### src/hw/rtl/sled_pkg.sv
package sled_pkg;

    localparam int BYTE_W    = 8;
    localparam int KIND_W    = 3;
    localparam int LEN_W     = 6;
    localparam int ERR_W     = 2;
    localparam int TALLY_W   = 32;
    localparam int CFG_IDX_W = 2;

    localparam int MAX_PAYLOAD_DEF   = 32;
    localparam int LINE_CAPACITY_DEF = 32;

    localparam logic [BYTE_W-1:0] START_MARKER_RST = BYTE_W'(170);
    localparam logic [BYTE_W-1:0] END_MARKER_RST   = BYTE_W'(85);
    localparam logic [BYTE_W-1:0] CHAR_CR          = BYTE_W'(13);
    localparam logic [BYTE_W-1:0] CHAR_LF          = BYTE_W'(10);

    localparam logic [CFG_IDX_W-1:0] CFG_START_MARKER = CFG_IDX_W'(0);
    localparam logic [CFG_IDX_W-1:0] CFG_END_MARKER   = CFG_IDX_W'(1);

    typedef enum logic [KIND_W-1:0] {
        KIND_FRAME_HDR = 3'd0,
        KIND_PAYLOAD   = 3'd1,
        KIND_LINE_HDR  = 3'd2,
        KIND_LINE_CHAR = 3'd3,
        KIND_FRAME_ERR = 3'd4,
        KIND_LINE_OVF  = 3'd5
    } t_kind;

    typedef enum logic [ERR_W-1:0] {
        ERR_LENGTH     = 2'd0,
        ERR_CHECKSUM   = 2'd1,
        ERR_END_MARKER = 2'd2
    } t_err;

    typedef enum logic [3:0] {
        ST_WAIT,
        ST_CMD,
        ST_LEN,
        ST_DATA,
        ST_SUM,
        ST_END,
        ST_FRM_RD,
        ST_FRM_WR,
        ST_LIN_RD,
        ST_LIN_WR
    } t_state;

    typedef struct packed {
        logic  store_cmd;
        logic  load_len;
        logic  take_data;
        logic  clear_frame;
        logic  line_push;
        logic  line_drop;
        logic  emit_frame;
        logic  emit_line;
        logic  read_pay;
        logic  read_line;
        logic  emit_step;
        logic  out_load;
        t_kind out_kind;
        t_err  out_err;
        logic  out_last;
        logic  inc_good;
        logic  inc_bad;
    } t_dp_cmd;

    typedef struct packed {
        logic is_start;
        logic is_end;
        logic is_cr;
        logic is_lf;
        logic len_bad;
        logic len_zero;
        logic xor_ok;
        logic pay_done;
        logic frame_empty;
        logic line_full;
        logic line_empty;
        logic emit_last;
        logic out_free;
    } t_dp_stat;

endpackage

### src/hw/rtl/sled_ram.sv
module sled_ram #(
    parameter int WIDTH  = 8,
    parameter int DEPTH  = 32,
    parameter int ADDR_W = 5
) (
    input  logic              i_clk,
    input  logic              i_we,
    input  logic [ADDR_W-1:0] i_waddr,
    input  logic [WIDTH-1:0]  i_wdata,
    input  logic              i_re,
    input  logic [ADDR_W-1:0] i_raddr,
    output logic [WIDTH-1:0]  o_rdata
);

    logic [WIDTH-1:0] r_mem [DEPTH];
    logic [WIDTH-1:0] r_rdata;

    always_ff @(posedge i_clk) begin
        if (i_we) begin
            r_mem[i_waddr] <= i_wdata;
        end
        if (i_re) begin
            r_rdata <= r_mem[i_raddr];
        end
    end

    assign o_rdata = r_rdata;

endmodule

### src/hw/rtl/sled_dp.sv
module sled_dp #(
    parameter int MAX_PAYLOAD   = sled_pkg::MAX_PAYLOAD_DEF,
    parameter int LINE_CAPACITY = sled_pkg::LINE_CAPACITY_DEF
) (
    input  logic                              i_clk,
    input  logic                              i_rst_n,
    input  logic                              i_cfg_we,
    input  logic [sled_pkg::CFG_IDX_W-1:0]    i_cfg_idx,
    input  logic [sled_pkg::BYTE_W-1:0]       i_cfg_data,
    input  logic [sled_pkg::BYTE_W-1:0]       i_rx_byte,
    input  logic                              i_res_stall,
    input  sled_pkg::t_dp_cmd                 i_cmd,
    output sled_pkg::t_dp_stat                o_stat,
    output logic                              o_res_valid,
    output logic [sled_pkg::KIND_W-1:0]       o_kind,
    output logic [sled_pkg::BYTE_W-1:0]       o_command,
    output logic [sled_pkg::LEN_W-1:0]        o_length,
    output logic [sled_pkg::BYTE_W-1:0]       o_data_byte,
    output logic [sled_pkg::ERR_W-1:0]        o_error_code,
    output logic                              o_last,
    output logic [sled_pkg::TALLY_W-1:0]      o_good_frames,
    output logic [sled_pkg::TALLY_W-1:0]      o_bad_frames
);

    localparam int PAY_AW     = (MAX_PAYLOAD > 1) ? $clog2(MAX_PAYLOAD) : 1;
    localparam int LINE_DEPTH = LINE_CAPACITY - 1;
    localparam int LINE_AW    = (LINE_DEPTH > 1) ? $clog2(LINE_DEPTH) : 1;
    localparam int FILL_W     = $clog2(LINE_CAPACITY);

    logic [sled_pkg::BYTE_W-1:0]  r_start_marker;
    logic [sled_pkg::BYTE_W-1:0]  r_end_marker;
    logic [sled_pkg::BYTE_W-1:0]  r_cmd;
    logic [sled_pkg::LEN_W-1:0]   r_len;
    logic [sled_pkg::LEN_W-1:0]   r_pos;
    logic [sled_pkg::BYTE_W-1:0]  r_xor;
    logic [FILL_W-1:0]            r_line_fill;
    logic [sled_pkg::TALLY_W-1:0] r_good;
    logic [sled_pkg::TALLY_W-1:0] r_bad;
    logic [sled_pkg::LEN_W-1:0]   r_emit_len;
    logic [sled_pkg::LEN_W-1:0]   r_emit_idx;

    logic                         r_out_valid;
    sled_pkg::t_kind              r_out_kind;
    logic [sled_pkg::BYTE_W-1:0]  r_out_cmd;
    logic [sled_pkg::LEN_W-1:0]   r_out_len;
    logic [sled_pkg::BYTE_W-1:0]  r_out_data;
    logic [sled_pkg::ERR_W-1:0]   r_out_err;
    logic                         r_out_last;

    logic [sled_pkg::BYTE_W-1:0]  pay_rdata;
    logic [sled_pkg::BYTE_W-1:0]  line_rdata;
    logic [sled_pkg::LEN_W-1:0]   pos_inc;
    logic [sled_pkg::LEN_W-1:0]   idx_inc;
    logic                         out_free;

    assign pos_inc  = r_pos + sled_pkg::LEN_W'(1);
    assign idx_inc  = r_emit_idx + sled_pkg::LEN_W'(1);
    assign out_free = !r_out_valid || !i_res_stall;

    sled_ram #(
        .WIDTH  (sled_pkg::BYTE_W),
        .DEPTH  (MAX_PAYLOAD),
        .ADDR_W (PAY_AW)
    ) u_pay_ram (
        .i_clk   (i_clk),
        .i_we    (i_cmd.take_data),
        .i_waddr (r_pos[PAY_AW-1:0]),
        .i_wdata (i_rx_byte),
        .i_re    (i_cmd.read_pay),
        .i_raddr (r_emit_idx[PAY_AW-1:0]),
        .o_rdata (pay_rdata)
    );

    sled_ram #(
        .WIDTH  (sled_pkg::BYTE_W),
        .DEPTH  (LINE_DEPTH),
        .ADDR_W (LINE_AW)
    ) u_line_ram (
        .i_clk   (i_clk),
        .i_we    (i_cmd.line_push),
        .i_waddr (r_line_fill[LINE_AW-1:0]),
        .i_wdata (i_rx_byte),
        .i_re    (i_cmd.read_line),
        .i_raddr (r_emit_idx[LINE_AW-1:0]),
        .o_rdata (line_rdata)
    );

    // Configuration registers
    always_ff @(posedge i_clk) begin
        if (!i_rst_n) begin
            r_start_marker <= sled_pkg::START_MARKER_RST;
            r_end_marker   <= sled_pkg::END_MARKER_RST;
        end else if (i_cfg_we) begin
            if (i_cfg_idx == sled_pkg::CFG_START_MARKER) begin
                r_start_marker <= i_cfg_data;
            end
            if (i_cfg_idx == sled_pkg::CFG_END_MARKER) begin
                r_end_marker <= i_cfg_data;
            end
        end
    end

    // Frame parse state and tallies
    always_ff @(posedge i_clk) begin
        if (!i_rst_n) begin
            r_cmd       <= '0;
            r_len       <= '0;
            r_pos       <= '0;
            r_xor       <= '0;
            r_line_fill <= '0;
            r_good      <= '0;
            r_bad       <= '0;
        end else begin
            if (i_cmd.store_cmd) begin
                r_cmd <= i_rx_byte;
            end
            if (i_cmd.load_len) begin
                r_len <= i_rx_byte[sled_pkg::LEN_W-1:0];
                r_pos <= '0;
                r_xor <= r_cmd ^ i_rx_byte;
            end
            if (i_cmd.take_data) begin
                r_xor <= r_xor ^ i_rx_byte;
                r_pos <= pos_inc;
            end
            if (i_cmd.clear_frame) begin
                r_cmd <= '0;
                r_len <= '0;
                r_pos <= '0;
                r_xor <= '0;
            end
            if (i_cmd.line_push) begin
                r_line_fill <= r_line_fill + FILL_W'(1);
            end
            if (i_cmd.line_drop || i_cmd.emit_line) begin
                r_line_fill <= '0;
            end
            if (i_cmd.inc_good) begin
                r_good <= r_good + sled_pkg::TALLY_W'(1);
            end
            if (i_cmd.inc_bad) begin
                r_bad <= r_bad + sled_pkg::TALLY_W'(1);
            end
        end
    end

    // Burst emission counter
    always_ff @(posedge i_clk) begin
        if (i_cmd.emit_frame) begin
            r_emit_len <= r_len;
            r_emit_idx <= '0;
        end else if (i_cmd.emit_line) begin
            r_emit_len <= sled_pkg::LEN_W'(r_line_fill);
            r_emit_idx <= '0;
        end else if (i_cmd.emit_step) begin
            r_emit_idx <= idx_inc;
        end
    end

    // Output register
    always_ff @(posedge i_clk) begin
        if (!i_rst_n) begin
            r_out_valid <= 1'b0;
        end else if (i_cmd.out_load) begin
            r_out_valid <= 1'b1;
        end else if (!i_res_stall) begin
            r_out_valid <= 1'b0;
        end
    end

    always_ff @(posedge i_clk) begin
        if (i_cmd.out_load) begin
            r_out_kind <= i_cmd.out_kind;
            r_out_last <= i_cmd.out_last;
            r_out_cmd  <= '0;
            r_out_len  <= '0;
            r_out_data <= '0;
            r_out_err  <= '0;
            case (i_cmd.out_kind)
                sled_pkg::KIND_FRAME_HDR: begin
                    r_out_cmd  <= r_cmd;
                    r_out_len  <= r_len;
                    r_out_data <= r_xor;
                end
                sled_pkg::KIND_PAYLOAD: begin
                    r_out_data <= pay_rdata;
                end
                sled_pkg::KIND_LINE_HDR: begin
                    r_out_len <= sled_pkg::LEN_W'(r_line_fill);
                end
                sled_pkg::KIND_LINE_CHAR: begin
                    r_out_data <= line_rdata;
                end
                sled_pkg::KIND_FRAME_ERR: begin
                    r_out_err <= i_cmd.out_err;
                end
                default: begin
                end
            endcase
        end
    end

    always_comb begin
        o_stat.is_start    = (i_rx_byte == r_start_marker);
        o_stat.is_end      = (i_rx_byte == r_end_marker);
        o_stat.is_cr       = (i_rx_byte == sled_pkg::CHAR_CR);
        o_stat.is_lf       = (i_rx_byte == sled_pkg::CHAR_LF);
        o_stat.len_bad     = (i_rx_byte > sled_pkg::BYTE_W'(MAX_PAYLOAD));
        o_stat.len_zero    = (i_rx_byte == '0);
        o_stat.xor_ok      = (i_rx_byte == r_xor);
        o_stat.pay_done    = (pos_inc >= r_len);
        o_stat.frame_empty = (r_len == '0);
        o_stat.line_full   = (r_line_fill == FILL_W'(LINE_CAPACITY - 1));
        o_stat.line_empty  = (r_line_fill == '0);
        o_stat.emit_last   = (idx_inc == r_emit_len);
        o_stat.out_free    = out_free;
    end

    assign o_res_valid   = r_out_valid;
    assign o_kind        = r_out_kind;
    assign o_command     = r_out_cmd;
    assign o_length      = r_out_len;
    assign o_data_byte   = r_out_data;
    assign o_error_code  = r_out_err;
    assign o_last        = r_out_last;
    assign o_good_frames = r_good;
    assign o_bad_frames  = r_bad;

    a_fill_range: assert property (@(posedge i_clk) disable iff (!i_rst_n)
        r_line_fill <= FILL_W'(LINE_CAPACITY - 1))
        else $error("line fill beyond capacity");

    a_pos_range: assert property (@(posedge i_clk) disable iff (!i_rst_n)
        r_pos <= r_len)
        else $error("payload position past frame length");

    a_load_free: assert property (@(posedge i_clk) disable iff (!i_rst_n)
        i_cmd.out_load |-> out_free)
        else $error("output register overwritten while held");

endmodule

### src/hw/rtl/sled_ctrl.sv
module sled_ctrl (
    input  logic               i_clk,
    input  logic               i_rst_n,
    input  logic               i_rx_valid,
    input  sled_pkg::t_dp_stat i_stat,
    output logic               o_rx_stall,
    output sled_pkg::t_dp_cmd  o_cmd
);

    sled_pkg::t_state r_state;
    sled_pkg::t_state n_state;
    logic             parsing;
    logic             accept;

    always_comb begin
        parsing = (r_state inside {sled_pkg::ST_WAIT, sled_pkg::ST_CMD, sled_pkg::ST_LEN,
                                   sled_pkg::ST_DATA, sled_pkg::ST_SUM, sled_pkg::ST_END});
    end

    assign accept = i_rx_valid && parsing && i_stat.out_free;

    always_ff @(posedge i_clk) begin
        if (!i_rst_n) begin
            r_state <= sled_pkg::ST_WAIT;
        end else begin
            r_state <= n_state;
        end
    end

    // Next state
    always_comb begin
        n_state = r_state;
        case (r_state)
            sled_pkg::ST_WAIT: begin
                if (accept) begin
                    if (i_stat.is_start) begin
                        n_state = sled_pkg::ST_CMD;
                    end else if (i_stat.is_lf && !i_stat.is_cr && !i_stat.line_empty) begin
                        n_state = sled_pkg::ST_LIN_RD;
                    end
                end
            end
            sled_pkg::ST_CMD: begin
                if (accept) begin
                    n_state = sled_pkg::ST_LEN;
                end
            end
            sled_pkg::ST_LEN: begin
                if (accept) begin
                    if (i_stat.len_bad) begin
                        n_state = i_stat.is_start ? sled_pkg::ST_CMD : sled_pkg::ST_WAIT;
                    end else if (i_stat.len_zero) begin
                        n_state = sled_pkg::ST_SUM;
                    end else begin
                        n_state = sled_pkg::ST_DATA;
                    end
                end
            end
            sled_pkg::ST_DATA: begin
                if (accept && i_stat.pay_done) begin
                    n_state = sled_pkg::ST_SUM;
                end
            end
            sled_pkg::ST_SUM: begin
                if (accept) begin
                    if (!i_stat.xor_ok) begin
                        n_state = i_stat.is_start ? sled_pkg::ST_CMD : sled_pkg::ST_WAIT;
                    end else begin
                        n_state = sled_pkg::ST_END;
                    end
                end
            end
            sled_pkg::ST_END: begin
                if (accept) begin
                    if (!i_stat.is_end) begin
                        n_state = i_stat.is_start ? sled_pkg::ST_CMD : sled_pkg::ST_WAIT;
                    end else if (i_stat.frame_empty) begin
                        n_state = sled_pkg::ST_WAIT;
                    end else begin
                        n_state = sled_pkg::ST_FRM_RD;
                    end
                end
            end
            sled_pkg::ST_FRM_RD: begin
                n_state = sled_pkg::ST_FRM_WR;
            end
            sled_pkg::ST_FRM_WR: begin
                if (i_stat.out_free) begin
                    n_state = i_stat.emit_last ? sled_pkg::ST_WAIT : sled_pkg::ST_FRM_RD;
                end
            end
            sled_pkg::ST_LIN_RD: begin
                n_state = sled_pkg::ST_LIN_WR;
            end
            sled_pkg::ST_LIN_WR: begin
                if (i_stat.out_free) begin
                    n_state = i_stat.emit_last ? sled_pkg::ST_WAIT : sled_pkg::ST_LIN_RD;
                end
            end
            default: begin
                n_state = sled_pkg::ST_WAIT;
            end
        endcase
    end

    // Datapath commands
    always_comb begin
        o_cmd          = '0;
        o_cmd.out_kind = sled_pkg::KIND_FRAME_HDR;
        o_cmd.out_err  = sled_pkg::ERR_LENGTH;
        o_rx_stall     = !(parsing && i_stat.out_free);
        case (r_state)
            sled_pkg::ST_WAIT: begin
                if (accept && !i_stat.is_start && !i_stat.is_cr) begin
                    if (i_stat.is_lf) begin
                        o_cmd.emit_line = 1'b1;
                        o_cmd.out_load  = 1'b1;
                        o_cmd.out_kind  = sled_pkg::KIND_LINE_HDR;
                        o_cmd.out_last  = i_stat.line_empty;
                    end else if (!i_stat.line_full) begin
                        o_cmd.line_push = 1'b1;
                    end else begin
                        // drop the whole line and report it
                        o_cmd.line_drop = 1'b1;
                        o_cmd.out_load  = 1'b1;
                        o_cmd.out_kind  = sled_pkg::KIND_LINE_OVF;
                        o_cmd.out_last  = 1'b1;
                    end
                end
            end
            sled_pkg::ST_CMD: begin
                o_cmd.store_cmd = accept;
            end
            sled_pkg::ST_LEN: begin
                if (accept) begin
                    if (i_stat.len_bad) begin
                        o_cmd.clear_frame = 1'b1;
                        o_cmd.inc_bad     = 1'b1;
                        o_cmd.out_load    = 1'b1;
                        o_cmd.out_kind    = sled_pkg::KIND_FRAME_ERR;
                        o_cmd.out_err     = sled_pkg::ERR_LENGTH;
                        o_cmd.out_last    = 1'b1;
                    end else begin
                        o_cmd.load_len = 1'b1;
                    end
                end
            end
            sled_pkg::ST_DATA: begin
                o_cmd.take_data = accept;
            end
            sled_pkg::ST_SUM: begin
                if (accept && !i_stat.xor_ok) begin
                    o_cmd.clear_frame = 1'b1;
                    o_cmd.inc_bad     = 1'b1;
                    o_cmd.out_load    = 1'b1;
                    o_cmd.out_kind    = sled_pkg::KIND_FRAME_ERR;
                    o_cmd.out_err     = sled_pkg::ERR_CHECKSUM;
                    o_cmd.out_last    = 1'b1;
                end
            end
            sled_pkg::ST_END: begin
                if (accept) begin
                    o_cmd.clear_frame = 1'b1;
                    o_cmd.out_load    = 1'b1;
                    if (!i_stat.is_end) begin
                        o_cmd.inc_bad  = 1'b1;
                        o_cmd.out_kind = sled_pkg::KIND_FRAME_ERR;
                        o_cmd.out_err  = sled_pkg::ERR_END_MARKER;
                        o_cmd.out_last = 1'b1;
                    end else begin
                        // header takes the old frame fields at the same edge they clear
                        o_cmd.inc_good   = 1'b1;
                        o_cmd.emit_frame = 1'b1;
                        o_cmd.out_kind   = sled_pkg::KIND_FRAME_HDR;
                        o_cmd.out_last   = i_stat.frame_empty;
                    end
                end
            end
            sled_pkg::ST_FRM_RD: begin
                o_cmd.read_pay = 1'b1;
            end
            sled_pkg::ST_FRM_WR: begin
                if (i_stat.out_free) begin
                    o_cmd.out_load  = 1'b1;
                    o_cmd.out_kind  = sled_pkg::KIND_PAYLOAD;
                    o_cmd.out_last  = i_stat.emit_last;
                    o_cmd.emit_step = 1'b1;
                end
            end
            sled_pkg::ST_LIN_RD: begin
                o_cmd.read_line = 1'b1;
            end
            sled_pkg::ST_LIN_WR: begin
                if (i_stat.out_free) begin
                    o_cmd.out_load  = 1'b1;
                    o_cmd.out_kind  = sled_pkg::KIND_LINE_CHAR;
                    o_cmd.out_last  = i_stat.emit_last;
                    o_cmd.emit_step = 1'b1;
                end
            end
            default: begin
            end
        endcase
    end

    a_no_accept_emit: assert property (@(posedge i_clk) disable iff (!i_rst_n)
        (r_state == sled_pkg::ST_FRM_RD || r_state == sled_pkg::ST_FRM_WR ||
         r_state == sled_pkg::ST_LIN_RD || r_state == sled_pkg::ST_LIN_WR) |-> o_rx_stall)
        else $error("input taken during burst emission");

    a_read_then_write: assert property (@(posedge i_clk) disable iff (!i_rst_n)
        (o_cmd.read_pay || o_cmd.read_line) |=>
        (r_state == sled_pkg::ST_FRM_WR || r_state == sled_pkg::ST_LIN_WR))
        else $error("store read not followed by result load");

    a_single_source: assert property (@(posedge i_clk) disable iff (!i_rst_n)
        $countones({o_cmd.line_push, o_cmd.take_data, o_cmd.store_cmd, o_cmd.load_len}) <= 1)
        else $error("byte routed to more than one destination");

endmodule

### src/hw/rtl/sof_len_xor_eof_deframer.sv
// Frame and text-line deframer for a received serial byte stream.
// Input channel: i_rx_valid / o_rx_stall carry one byte in i_rx_byte.
// Output channel: o_res_valid / i_res_stall carry one result (kind, command,
// length, data byte, error code, last flag and the two frame tallies).
// Frames are start marker, command, length, payload, XOR checksum, end marker;
// outside a frame, bytes build a text line emitted on LF.
// Configuration: i_cfg_we with i_cfg_idx 0 (start marker) or 1 (end marker).
// A byte that ends a frame, a line or a bad frame shows its first result in the
// cycle after it is taken. The header is followed by a burst of N stored bytes; each
// byte is first read from the store and then loaded into the output register, and
// no input is taken during the burst.
// Other bytes are taken at one per cycle while the output register is free
// or being drained in the same cycle.
// Reset (synchronous, active low) returns the parser to waiting for a start
// marker, empties the line, clears tallies and restores the default markers.
// A stalled output holds its result and stalls the input in turn.
module sof_len_xor_eof_deframer #(
    parameter int MAX_PAYLOAD   = sled_pkg::MAX_PAYLOAD_DEF,
    parameter int LINE_CAPACITY = sled_pkg::LINE_CAPACITY_DEF
) (
    input  logic                           i_clk,
    input  logic                           i_rst_n,
    input  logic                           i_cfg_we,
    input  logic [sled_pkg::CFG_IDX_W-1:0] i_cfg_idx,
    input  logic [sled_pkg::BYTE_W-1:0]    i_cfg_data,
    input  logic                           i_rx_valid,
    output logic                           o_rx_stall,
    input  logic [sled_pkg::BYTE_W-1:0]    i_rx_byte,
    output logic                           o_res_valid,
    input  logic                           i_res_stall,
    output logic [sled_pkg::KIND_W-1:0]    o_kind,
    output logic [sled_pkg::BYTE_W-1:0]    o_command,
    output logic [sled_pkg::LEN_W-1:0]     o_length,
    output logic [sled_pkg::BYTE_W-1:0]    o_data_byte,
    output logic [sled_pkg::ERR_W-1:0]     o_error_code,
    output logic                           o_last,
    output logic [sled_pkg::TALLY_W-1:0]   o_good_frames,
    output logic [sled_pkg::TALLY_W-1:0]   o_bad_frames
);

    sled_pkg::t_dp_cmd  dp_cmd;
    sled_pkg::t_dp_stat dp_stat;

    sled_ctrl u_ctrl (
        .i_clk      (i_clk),
        .i_rst_n    (i_rst_n),
        .i_rx_valid (i_rx_valid),
        .i_stat     (dp_stat),
        .o_rx_stall (o_rx_stall),
        .o_cmd      (dp_cmd)
    );

    sled_dp #(
        .MAX_PAYLOAD   (MAX_PAYLOAD),
        .LINE_CAPACITY (LINE_CAPACITY)
    ) u_dp (
        .i_clk         (i_clk),
        .i_rst_n       (i_rst_n),
        .i_cfg_we      (i_cfg_we),
        .i_cfg_idx     (i_cfg_idx),
        .i_cfg_data    (i_cfg_data),
        .i_rx_byte     (i_rx_byte),
        .i_res_stall   (i_res_stall),
        .i_cmd         (dp_cmd),
        .o_stat        (dp_stat),
        .o_res_valid   (o_res_valid),
        .o_kind        (o_kind),
        .o_command     (o_command),
        .o_length      (o_length),
        .o_data_byte   (o_data_byte),
        .o_error_code  (o_error_code),
        .o_last        (o_last),
        .o_good_frames (o_good_frames),
        .o_bad_frames  (o_bad_frames)
    );

endmodule

### config.mk
export PLATFORM = sky130hd
export DESIGN_NAME = sof_len_xor_eof_deframer
export DESIGN_NICKNAME = d
export VERILOG_FILES = /design/src/hw/rtl/sled_pkg.sv /design/src/hw/rtl/sled_ram.sv /design/src/hw/rtl/sled_dp.sv /design/src/hw/rtl/sled_ctrl.sv /design/src/hw/rtl/sof_len_xor_eof_deframer.sv
export SDC_FILE = /design/constraint.sdc
export NUM_CORES = 1
export LEC_CHECK = 0
export BUFFER_PORTS_ARGS = -buffer_cell sky130_fd_sc_hd__buf_2
export CAP_MARGIN = 20
export CORE_UTILIZATION = 55
export DETAILED_ROUTE_END_ITERATION = 6
export GPL_TIMING_DRIVEN = 0
export HOLD_SLACK_MARGIN = 0.02
export PLACE_DENSITY = 0.79
export SLEW_MARGIN = 20
export SYNTH_ARGS = -nofsm -noshare
export SYNTH_HDL_FRONTEND = slang
export SYNTH_HIERARCHICAL = 1
export SYNTH_SLANG_ARGS = --single-unit
### constraint.sdc
create_clock -name i_clk -period 4.1 [get_ports i_clk]
set_input_delay 0.41 -clock i_clk [delete_from_list [all_inputs] [get_ports i_clk]]
set_output_delay 0.41 -clock i_clk [all_outputs]
set_load 0.02 [all_outputs]
Word level (Yosys, flattened, before mapping)
Memories as Yosys holds them, arrays and structs flattened. A register that Yosys moved wholly into a read port is not among the register bits.
Cells that the tools add are included.
- bits in registers: 158
- memory bits (writable): 504
- input bits: 23
- output and inout bits: 94
- word-level logic and storage cells: 174
- memories kept: 2
- $add $sub $neg: 5
- order comparisons: 2
- eq/ne operators: 31
- muxes and demuxes: 78
- bitwise gates (word level): 3
- reductions and logical operators: 34
- memory list (memory ; words ; bits a word ; read ports ; clocked after memory_dff ; write ports ; RTL line ; RTL):
    u_dp.u_pay_ram.r_mem ; 32 ; 8 ; 1 ; 1 ; 1 ; sled_ram.sv:15 ; logic [WIDTH-1:0] r_mem [DEPTH];
    u_dp.u_line_ram.r_mem ; 31 ; 8 ; 1 ; 1 ; 1 ; sled_ram.sv:15 ;
- operators with widths (operator ; count):
    2-to-1 mux 4 bit ; 17
    adder 32 x 1 -> 32 bit, second input constant ; 2
    one-hot mux 4 bit (10 select lines) ; 1
    2-to-1 mux 1 bit ; 32
    equality test 8 bit ; 3
    2-to-1 mux 6 bit ; 4
    one-hot mux 4 bit (6 select lines) ; 1
    one-hot mux 8 bit (3 select lines) ; 1
    2-to-1 mux 7 bit ; 3
    equality test 4 x 3 -> 1 bit, second input constant ; 4
    equality test 8 x 4 -> 1 bit, second input constant ; 2
    2-to-1 mux 8 bit ; 2
    inequality test 2 x 1 -> 1 bit, second input constant ; 8
    bitwise XOR 8 bit ; 2
    adder 6 x 1 -> 6 bit, second input constant ; 2
    2-to-1 mux 3 bit ; 4
    one-hot mux 6 bit (2 select lines) ; 1
    2-to-1 mux 5 bit ; 2
    logical AND 1 bit ; 9
    2-to-1 mux 9 bit ; 1
    AND reduction 9 bit ; 1
    equality test 4 x 2 -> 1 bit, second input constant ; 2
    equality test 4 bit, second input constant ; 2
    > comparator 8 x 6 -> 1 bit, second input constant ; 1
    29 further kinds ; 46

Longest topological paths before layout
- word-level depth: 10
- gate-level depth with buffers: 14
- mapped depth without buffers: 11

Modules after synthesis
The synthesis kept the hierarchy.
- modules (own cells, without submodules) (module ; instances ; cells each ; area each (sq um) ; sequential area each (sq um)):
    sled_ram at u_dp.u_line_ram ; 1 ; 561 ; 10188.5 ; 7687.4
    sled_ram at u_dp.u_pay_ram ; 1 ; 417 ; 10133.5 ; 7927.6
    sled_dp ; 1 ; 807 ; 7532.2 ; 3423.3
    sled_ctrl ; 1 ; 113 ; 750.7 ; 80.1

Worst setup path after synthesis
Ideal clock, no wire load.
- path type: input to register
- from: in i_rx_byte[1] (netlist name)
- to: mem u_dp.u_line_ram.r_mem[0][0], enable pin
- setup time: 370 ps
- arrival time: 2991 ps
- data required time: 3730 ps
- path slack: 738 ps
- stages on the path: 10
- path buffers: 2
- cell sequence: clkbuf_1 xnor2_1 nand4_1 nor2_1 or3_4 nor3_4 nor3b_1 or3b_2 clkbuf_1 nor2_1
- RTL lines (element ; RTL line ; RTL):
    start: declaration ; sof_len_xor_eof_deframer.sv:28 ; input logic [sled_pkg::BYTE_W-1:0] i_rx_byte,
    end: declaration ; sled_ram.sv:15 ;

==> results.py <==
metrics = {
    "outcome": {
        "status": "completed",
    },
    "setup_path": {
        "slowest_delay_ns": 0.50,
        "startpoint_type": "primary input",
        "cp_top_family": "simple AND/OR/NAND/NOR gates",
        "end_kind": "flip-flop",
        "crit_chain": "buf_6, clkbuf_1, xnor2_1, nand4_1, nor2_1, or3_4, nor3_4, nor3b_2, or3b_2, clkbuf_1, nor2_4",
        "r2r-start": "u_dp/o_res_valid",
        "cpMostUsedCell": "clkbuf_1",
        "cp.required_ns": 4.34,
        "critPathBufInv": 3,
        "path_max_fanout": 64,
        "crit_start": "i_rx_byte[3]",
        "slowest_stage": "clkbuf_1",
        "arrival_ns": 4.22,
        "critPathKind": "in -> reg",
    },
    "global_routing": {
        "overflow": 0,
        "grt_use_total_pct": 25.73,
        "grt_max_degree": 72,
        "grt_pass1_vias": 17460,
        "grt_first_pass_wirelength_mm": 102.7,
        "antenna_found_initial": 1,
    },
    "synthesis": {
        "yosys.area.top_type": "edfxtp_1",
        "async_flop_share_pct": 0,
        "synth_edf_count": 554,
        "synth_nets": 1934,
        "synth_top_area_share_pct": 58.16,
        "synth_area_leaders": "edfxtp_1, dfxtp_1, mux4_2",
        "synth_fa_ha_area_share_pct": 0.5686,
        "syn_avg_cell_area_um2": 15.07,
        "syn_area_um2": 28600,
        "synth_top_family_by_area": "multiplexers",
        "synth_most_common_cell": "edfxtp_1",
        "synth-xor-area-share_pct": 2.327,
        "ys_ff_latch": 678,
        "synth_compound_area_share_pct": 4.435,
        "muxShareOfSynthArea_pct": 13.20,
        "synth_cell_types": 76,
        "ys_warn_count": 6,
        "netlist_instances": 1898,
        "synth-simple-area-share_pct": 10.10,
        "yosys-top-cells-count": "edfxtp_1, nor2_1, mux2i_1, dfxtp_1, mux4_2",
        "synth_ff_type": "edfxtp_1",
        "yosysSeqAreaShare_pct": 66.84,
    },
    "sta": {
        "finClkSkew_ns": 0.02812,
        "setup_ws_ns": 0.1224,
        "slew_headroom_pct": 17.79,
        "min_period_over_period_pct": 97.01,
        "hold-worst-slack_ns": 0.06224,
        "rsz0062_at_grt": "no",
        "hold_viol_final": 0,
        "fmax_ghz": 0.2514,
        "period_needed_ns": 3.978,
        "tightest_slew_ns": 1.233,
        "setup_viol": 0,
        "tns_ns": 0,
        "slew_violations": 0,
    },
    "floorplan": {
        "initial_core_util_pct": 55.76,
        "die_h_um": 230.1,
        "fp-row-count": 83,
        "coreArea_um2": 51300,
        "ios": 117,
        "die_w_um": 230.1,
        "die_area_um2": 52930,
    },
    "flow_run": {
        "max_cap_viol_count": 0,
    },
    "clock_tree": {
        "root_buffer": "clkbuf_16",
        "post_cts_buffers": 0,
        "clkTransAtPathRegs_ns": 0.06,
        "cts_tree": "built",
        "ctsHtreeMaxLevel": 3,
        "clk_path_buf_depth": 3,
        "insertion_delay_ns": 0.61,
        "cts_buffers": 68,
        "numClockSinks": 678,
    },
    "finish": {
        "nets": 2121,
        "instances_no_fill": 2816,
        "drive_gt1_share_pct": 19.43,
        "synthToLayoutAreaGrowth_pct": 13.26,
        "num_antenna_cells": 0,
        "fillCellCount": 3641,
        "finish.utilization_pct": 63.15,
        "post-route-cell-area_um2": 32400,
    },
    "power": {
        "ir_drop_v": 0.0003174,
        "total_power_mw": 16.48,
        "p_leak_nw": 10.50,
        "power_density_nw_per_um2": 508.8,
    },
    "drt": {
        "vias": 17370,
        "routed.top_layer": "met5",
        "drtIter0Drc": 1662,
        "wl_met3_mm": 6.096,
        "m1WireLength_mm": 26.25,
        "routedWlPerCell_um": 23.86,
        "wl_met2_mm": 32.74,
        "totalWireLength_mm": 67.18,
        "antenna_left": 0,
        "vias_per_cell": 6.168,
        "drt_pass1_iterations": 5,
        "drcViolationCount": 0,
    },
    "hold_path": {
        "hp-class": "in -> reg",
        "hold_start": "i_cfg_data[2]",
    },
    "placement": {
        "place.gp.congestion": 0.9458,
        "place.port_buffers": 116,
        "dpl.hpwl_mm": 43.49,
        "preCtsSetupSlack_ns": -1.522,
        "dpl_cell_area_um2": 30070,
        "dp.cells": 2696,
    },
}
## flip-flops by register name, indices dropped and copies added (netlist names)
name / flops
u_dp/r_pos: 6
u_dp/u_pay_ram/o_rdata: 8
u_dp/r_end_marker: 8
u_dp/r_len: 6
u_dp/o_last: 1
u_dp/o_error_code: 2
u_dp/o_res_valid: 1
u_dp/o_bad_frames: 32
u_ctrl/r_state: 4
u_dp/o_data_byte: 8
u_dp/r_line_fill: 5
u_dp/r_emit_len: 6
u_dp/r_xor: 8
u_dp/u_pay_ram/r_mem: 256
u_dp/r_emit_idx: 6
u_dp/o_kind: 3
u_dp/o_good_frames: 32
u_dp/u_line_ram/r_mem: 248
u_dp/r_start_marker: 8
u_dp/o_length: 6
u_dp/u_line_ram/o_rdata: 8
u_dp/o_command: 8
u_dp/r_cmd: 8
## what timing repair did
action / 4_1_cts / 5_1_grt
endpoints found under the hold margin: 4 / 0
gates resized for setup: 20 / 9
setup endpoints to repair: 284 / 240
pin swaps: 0 / 0
hold buffers: 4 / 0
## kinds of logic after synthesis
logic type      Yosys count
xor+xnor                 76
simple gates            558
buf+inv                 136
fa+ha+maj                13
compound gates          186
flops                   678
mux                     251
## placed cells by master (no fill, tap or decap), drive strengths merged, types with 29 or more instances in the layout
cell type,instances
buf,179
mux2i,132
nand4,35
dfxtp,124
nor2,185
a21oi,56
mux4,98
clkbuf,133
nand2,91
clkinv,29
xnor2,51
nand3,46
edfxtp,554
## final timing paths
kind                                  to  slack, ns  cells past startpoint
max reg2reg   u_dp/u_pay_ram/r_mem[6][0]       0.33                      7
min                 u_dp/r_end_marker[2]       0.06                      3
min reg2reg        u_dp/o_bad_frames[31]       0.47                      2
max          u_dp/u_line_ram/r_mem[8][6]       0.12                     11
## worst reg2reg max path: stages (launching register included)
cell,delay (ns)
dfxtp_1,0.34
nand2_1,0.07
buf_4,0.10
buf_2,0.21
nand4b_2,0.28
nor3_1,0.93
nand3b_1,0.61
nor2_1,0.85
## routing by layer
layer | vias to the layer above | global-route usage [%]
li1 | 7675 | -
met1 | 8663 | 34.11
met2 | 884 | 42.27
met3 | 146 | 4.787
met4 | 2 | 9.954
met5 | - | 0
## layout make-up
class	instances	area [um2]	share of cell area (%)
inverter	22	82.58	0.2549
timing repair buffer	122	681.9	2.105
tap	680	850.8	2.626
buffer	109	623.1	1.923
clock buffer	85	1871	5.774
multi-input combinational	1084	8841	27.29
sequential	678	19120	59.01
clock inverter	36	329.1	1.016
## where the power goes
part           internal (mW)  switching (mW)
Sequential              7.70           0.103
Clock                   3.56            2.52
Combinational           1.07            1.53
Total                   12.3            4.15
Power figures use the tool's default switching activity.
